<file path="src/sv/ffa_pkg.sv">
package ffa_pkg;

  // Build-time defaults
  localparam int MEM_UNITS_DEF    = 1024;
  localparam int MAX_REQUESTS_DEF = 1024;

  // Fixed field widths
  localparam int FIELD_W = 11;
  localparam int WORD_W  = 8;                   // cells per occupancy word

  localparam logic [FIELD_W-1:0] TOTAL_UNITS_RST = FIELD_W'(1024);

  localparam logic FUNC_ALLOC = 1'b0;
  localparam logic FUNC_FREE  = 1'b1;

  typedef struct packed {
    logic               func;
    logic [FIELD_W-1:0] size;
    logic [FIELD_W-1:0] ref_request;
  } req_t;

  typedef struct packed {
    logic [FIELD_W-1:0] start_address;
    logic               failed;
  } rsp_t;

  typedef enum logic [2:0] {
    S_CLEAR,
    S_IDLE,
    S_CHECK,
    S_SCAN,
    S_MARK_RD,
    S_MARK_WR,
    S_FIN
  } state_e;

  // Controller to datapath
  typedef struct packed {
    logic clr;
    logic load;
    logic scan;
    logic mark_init;
    logic mark_rd;
    logic mark_wr;
    logic commit;
  } cmd_t;

  // Datapath to controller
  typedef struct packed {
    logic clr_last;
    logic is_free;
    logic fail_fast;
    logic rec_live;
    logic scan_done;
    logic scan_hit;
    logic mark_last;
  } sts_t;

endpackage

</file>
<file path="src/sv/ffa_ctrl.sv">
module ffa_ctrl (
  input  logic          clk_i,
  input  logic          rst_ni,
  input  logic          start,
  input  ffa_pkg::sts_t sts_i,
  output ffa_pkg::cmd_t cmd_o,
  output logic          busy
);

  ffa_pkg::state_e state_q, state_d;

  always_ff @(posedge clk_i or negedge rst_ni) begin
    if (!rst_ni) begin
      state_q <= ffa_pkg::S_CLEAR;
    end else begin
      state_q <= state_d;
    end
  end

  // Next state
  always_comb begin
    state_d = state_q;
    case (state_q)
      ffa_pkg::S_CLEAR: begin
        if (sts_i.clr_last) state_d = ffa_pkg::S_IDLE;
      end
      ffa_pkg::S_IDLE: begin
        if (start) state_d = ffa_pkg::S_CHECK;
      end
      ffa_pkg::S_CHECK: begin
        if (sts_i.is_free) begin
          state_d = sts_i.rec_live ? ffa_pkg::S_MARK_RD : ffa_pkg::S_FIN;
        end else begin
          state_d = sts_i.fail_fast ? ffa_pkg::S_FIN : ffa_pkg::S_SCAN;
        end
      end
      ffa_pkg::S_SCAN: begin
        if (sts_i.scan_done) begin
          state_d = sts_i.scan_hit ? ffa_pkg::S_MARK_RD : ffa_pkg::S_FIN;
        end
      end
      ffa_pkg::S_MARK_RD: state_d = ffa_pkg::S_MARK_WR;
      ffa_pkg::S_MARK_WR: begin
        if (sts_i.mark_last) state_d = ffa_pkg::S_FIN;
        else state_d = ffa_pkg::S_MARK_RD;
      end
      ffa_pkg::S_FIN: state_d = ffa_pkg::S_IDLE;
      default: state_d = ffa_pkg::S_IDLE;
    endcase
  end

  // Outputs
  always_comb begin
    cmd_o = '0;
    busy  = 1'b1;
    case (state_q)
      ffa_pkg::S_CLEAR: cmd_o.clr = 1'b1;
      ffa_pkg::S_IDLE: begin
        busy       = 1'b0;
        cmd_o.load = start;
      end
      ffa_pkg::S_CHECK: begin
        cmd_o.mark_init = sts_i.is_free && sts_i.rec_live;
      end
      ffa_pkg::S_SCAN: begin
        cmd_o.scan      = 1'b1;
        cmd_o.mark_init = sts_i.scan_done && sts_i.scan_hit;
      end
      ffa_pkg::S_MARK_RD: cmd_o.mark_rd = 1'b1;
      ffa_pkg::S_MARK_WR: cmd_o.mark_wr = 1'b1;
      ffa_pkg::S_FIN: cmd_o.commit = 1'b1;
      default: cmd_o = '0;
    endcase
  end

endmodule

</file>
<file path="config.mk">
export PLATFORM = sky130hd
export DESIGN_NAME = ffa_ctrl
export DESIGN_NICKNAME = d
export VERILOG_FILES = /design/src/sv/ffa_pkg.sv /design/src/sv/ffa_ctrl.sv
export SDC_FILE = /design/constraint.sdc
export NUM_CORES = 1
export LEC_CHECK = 0
export BUFFER_PORTS_ARGS = -buffer_cell sky130_fd_sc_hd__buf_2
export CAP_MARGIN = 20
export CORE_AREA = 4 4 41 43
export CTS_BUF_LIST = sky130_fd_sc_hd__clkbuf_8
export DETAILED_ROUTE_END_ITERATION = 10
export DIE_AREA = 0 0 45 47
export GPL_TIMING_DRIVEN = 0
export PLACE_DENSITY_LB_ADDON = 0.05
export SYNTH_ARGS = -nofsm -noshare
export SYNTH_HDL_FRONTEND = slang
export SYNTH_SLANG_ARGS = --single-unit
</file>
<file path="constraint.sdc">
create_clock -name clk_i -period 1.21 [get_ports clk_i]
set_input_delay 0.242 -clock clk_i [delete_from_list [all_inputs] [get_ports clk_i]]
set_output_delay 0.242 -clock clk_i [all_outputs]
set_load 0.02 [all_outputs]
</file>
---- Yosys cells after proc, flatten, opt, wreduce, memory -nomap -nowiden ----
Cells that the tools add are included.
word-level totals
  bits in registers ....................... 3
  input port bits ......................... 10
  output and inout port bits .............. 8
  word-level logic and storage cells ...... 31
operators by class
  eq/ne operators ......................... 9
  mux-type cells .......................... 17
  reductions and logical operators ........ 4
operator list
  cell                count
  $pmux 3 s6          1
  $mux 3              5
  $eq 3x3->1 const B  3
  $mux 1              7
  $eq 3x2->1 const B  2
  $mux 2              3
  $ne 2x2->1 const B  3
  $eq 3x1->1 const B  1
  $logic_not 3->1     1
  $reduce_and 3->1    1
  $logic_and 1x1->1   2
  $pmux 1 s2          1

---- Logic depth before layout (Yosys ltp) ----
  depth after elaboration ................. 3
  mapped depth ............................ 4
  mapped depth without buffers ............ 3

---- Worst setup path after synthesis ----
No wires, ideal clock.
  kind .................................... reg2out
  start point ............................. register state_q[2]
  end point ............................... output cmd_o[5] in the netlist's numbering
  arrival time ............................ 1.031 ns
  data required time ...................... 0.968 ns
  path slack .............................. -0.063 ns
  cell stages (with the launch flop) ...... 3
  buffers on the path ..................... 1
  path through ............................ dfrtp_1 buf_2 nor3_1
RTL lines
  element                 line            text
  from (decl)             ffa_ctrl.sv:10  ffa_pkg::state_e state_q, state_d;
  from (signal assigned)  ffa_ctrl.sv:14  state_q <= ffa_pkg::S_CLEAR;
  from (signal assigned)  ffa_ctrl.sv:16  state_q <= state_d;
  to (decl)               ffa_ctrl.sv:6   output ffa_pkg::cmd_t cmd_o,

---- Worst setup path in the final report ----
  start point ............................. register state_q[0]
  end point ............................... output busy
between the ends
  word-level cells in the longest chain between the ends .. 2
ends and longest elaborated chain
  element     line            text
  $eq 3x1->1  ffa_ctrl.sv:56  case (state_q)
  $mux 1      ffa_ctrl.sv:56
  to (decl)   ffa_ctrl.sv:7   output logic busy
Every way passes these cells.

==> run summary <==
The CTS root buffer is clkbuf_8. Ranked by flip-flop count, first place goes to state_q. The power density relative to cell area came out at 2810 nW/um^2. The H-tree depth is 1. 0 antenna diodes ended up in the layout.

In this run the mean area of a mapped cell was 7.73 um^2. The number of buffers and inverters on the critical path is 3. For the area of the multi-input gates, the log shows 210 um^2. The number of buffers between clock root and the deepest sink is 2.

The number of input and output port buffers inserted works out to 17. After detailed routing, the number of remaining DRC violations is 0. The synthesized design contains 3 register bits. The fraction of layout cells with a size suffix above 1 was 73.1%; the largest net degree at the start of global routing was 9. For this design, the sink count on the clock tree is 3. Clock latency on the worst-skew pair, taken at its later pin, is 0.21 ns. The final sum of negative setup slack is -1.96 ns.

The worst setup margin is -0.269 ns, and the count of maximum capacitance violations is 0. Kind of end point of the critical path: an output pin. The register with the most flip-flops in the layout has 3 of them.

After synthesis, the cell types taking the most area are dfrtp_1 29%, o21ai_0 7.8%, and3_1 4.9%. Count of endpoints failing hold in the final timing report: 0. The worst setup path is launched from a register. The worst-case IR drop observed on VDD is 0.00138 V. At the pin with the least slew margin, the transition time is 0.179 ns.

Global routing consumed, on the met1 layer, 10.3% of the routing resources. The clock-pin transition on the worst setup and hold timing paths is 0.03 ns. met2 is the most crowded layer.

In the final design database the tool counted 78 nets. Walking the worst path, the cells encountered are buf_6, inv_4, or3_4, buf_6. Number of search-and-repair iterations in the first detailed-routing pass: 2. The worst setup path is of the reg2out kind. The logs give 3 for the number of buffers created by CTS and 255 um^2 for the area of the mapped netlist. Summed over all layers, the global routing overflow is 0.

For this run, the register share of the synthesized area comes to 29.4%. The tools report the initial core utilization as 19.6%. The Yosys step of the flow raised 0 warnings. For this run, the top clock speed supported by timing is 0.676 GHz. The share of total power dissipated in sequential elements is 10.5%.

The logs give 1 for the starting DRC count in detailed routing and 73.7% for the part of the total power dissipated in combinational logic. The final reports fail on setup timing. The most common cell after layout, fill and taps aside is buf_6.

TritonCTS built the clock tree. The initial antenna violation count is 0, and the area growth from synthesis to layout is 148%. The region available for standard cell placement spans 1300 um^2. Total power for the finished layout comes to 1.77 mW. Setup repair after global routing could not meet its margin everywhere. The largest registers in the layout are state_q (3). The floorplan has 13 rows.

For the final weighted congestion in routability-driven placement, the log shows 0.732. The cell repeated most along the worst path was buf_6. The library cells used most frequently in the layout, excluding fill and tap cells, are 12 x buf_6, 10 x buf_2, 10 x buf_4. After layout, the worst path uses 122% of the clock period.

For this run, the slowest stage of the critical path takes 0.36 ns. For this design, the slowest cell found on the critical path is dfrtp_1. The run gives 75.1 um^2 as the area of all sequential standard cells.

The synthesized design spends more area on one cell type than any other, namely dfrtp_1. In the synthesized netlist, the number of instances is 33. On the critical path the largest part of the delay comes from flip-flops. The worst pin sits at a relative slew slack of 88.0%.

The number of setup violations in the final report was 10; the arrival time at the worst endpoint was 1.24 ns. Distinct cell type count after synthesis: 20. The first global-routing pass estimated 1480 um of wire.

The flow ran to the end, but the final reports show violations. The full die area was 2120 um^2; the leakage power was 0.310 nW. After detailed routing, the average wire length per cell comes to 12.9 um. The via density per instance is 4.73.

The worst hold-check path type was in2async. From left edge to right edge, the die measures 45 um. In the global route stage, overall resource usage came out at 10.1%. The met3 global-route usage was 1.15%. Net switching is 38.5% of the power. The routed layout has 388 vias. The logs give 1060 um for the post-detailed-routing wire length and 0.97 ns for the required time of the worst setup path. The number of top-level design ports came out at 18.

For this run, the share of the core covered by cells in the final layout is 48.6%. The met2 demand-to-capacity share in global routing is 18.4%, and the via count of the first global-routing pass is 362. Clock skew on the completed layout was measured at 0.00156 ns. Detailed placement ended at an HPWL of 633 um. In this run the biggest area consumer among cell types represents 29.4% of the synthesized area. The internal portion of total power is 1.09 mW, and the remaining number of nets flagged by the antenna check after routing is 0. The post-route minimum period was 1.48 ns. The logs give 0.682 mW for the power dissipated by switching net loads and 43 for the net count of the mapped netlist. The run gives 0 as the number of pins exceeding their max-slew limit in the final report. Share of power burned in the clock network: 15.8%. The count of filler cells inserted in the layout was 131; the floorplan die height was 47 um. Along the worst path, the maximum fanout reaches 8.
[cell type report]
cell class                      count  share of cell area (%)
Clock inverter                      1                   0.594
Multi-Input combinational cell     25                    33.3
Sequential cell                     3                    11.9
Timing Repair Buffer               30                    37.4
Inverter                            2                    1.98
Buffer                              3                    5.35
Clock buffer                        3                    6.53
Tap cell                           15                    2.97
[kinds of logic after synthesis]
group,Yosys count,synth area share (%)
simple gates,16,34.3
buf+inv,5,9.81
flops,3,29.4
compound gates,9,26.5
[worst paths after layout]
path,startpoint,end,slack (ns),depth (start not counted)
min in group clk_i,sts_i[6],state_q[0],0.38,3
min,rst_ni,state_q[1],0.36,2
max in group asynchronous,rst_ni,state_q[2],0.75,2
min reg2reg,state_q[2],state_q[0],0.64,2
max,state_q[0],busy,-0.27,4
max reg2reg,state_q[0],state_q[2],-0.15,5
[per-layer routing]
metal / vias up / share of wire (%)
li1: 189 / -
met5: - / 0
met3: 0 / 7.5
met2: 13 / 54
met1: 186 / 39
met4: 0 / 0
[power groups by stage]
| stage | Combinational (mW) | Sequential [mW] | Clock [mW] |
|---|---|---|---|
| floorplan | 0.484 | 0.177 | 0 |
| finish | 1.31 | 0.186 | 0.280 |
| detailed placement | 0.657 | 0.188 | 0 |
| global placement | 0.644 | 0.186 | 0 |
| global route | 1.39 | 0.190 | 0.303 |
| CTS | 1.11 | 0.183 | 0.291 |
[synth_stat cells]
cell type  number
and3_1          2
a2bb2oi_1       1
buf_4           1
o211ai_2        1
o21ai_0         4
a41oi_1         1
o22a_1          1
nor3_1          2
nor2_1          2
nand2_1         3
buf_2           2
dfrtp_1         3
or3_1           2
nor2b_1         1
and2_1          1
inv_1           2
and4b_1         1
o31a_1          1
nand3_1         1
nand2b_1        1
[metrics by stage]
step	std cells	area [um^2]	hold WS (ns)	setup WS (ns)
after floorplan	33	260	-0.0536	-0.0632
after global placement	65	364	0.0393	-0.130
after detailed placement	65	364	0.0400	-0.152
after CTS	79	572	0.344	-0.273
after global routing	82	632	0.378	-0.317
final	82	632	0.357	-0.269
[timing repair]
item | in CTS | in global routing
hold buffers | 1 | 0
resized for setup | 29 | 9
setup endpoints to repair | 8 | 11
endpoints found under the hold margin | 3 | 0
pin swaps | 2 | 3
setup buffers | 9 | 3
(Power assumes the default switching activity.)
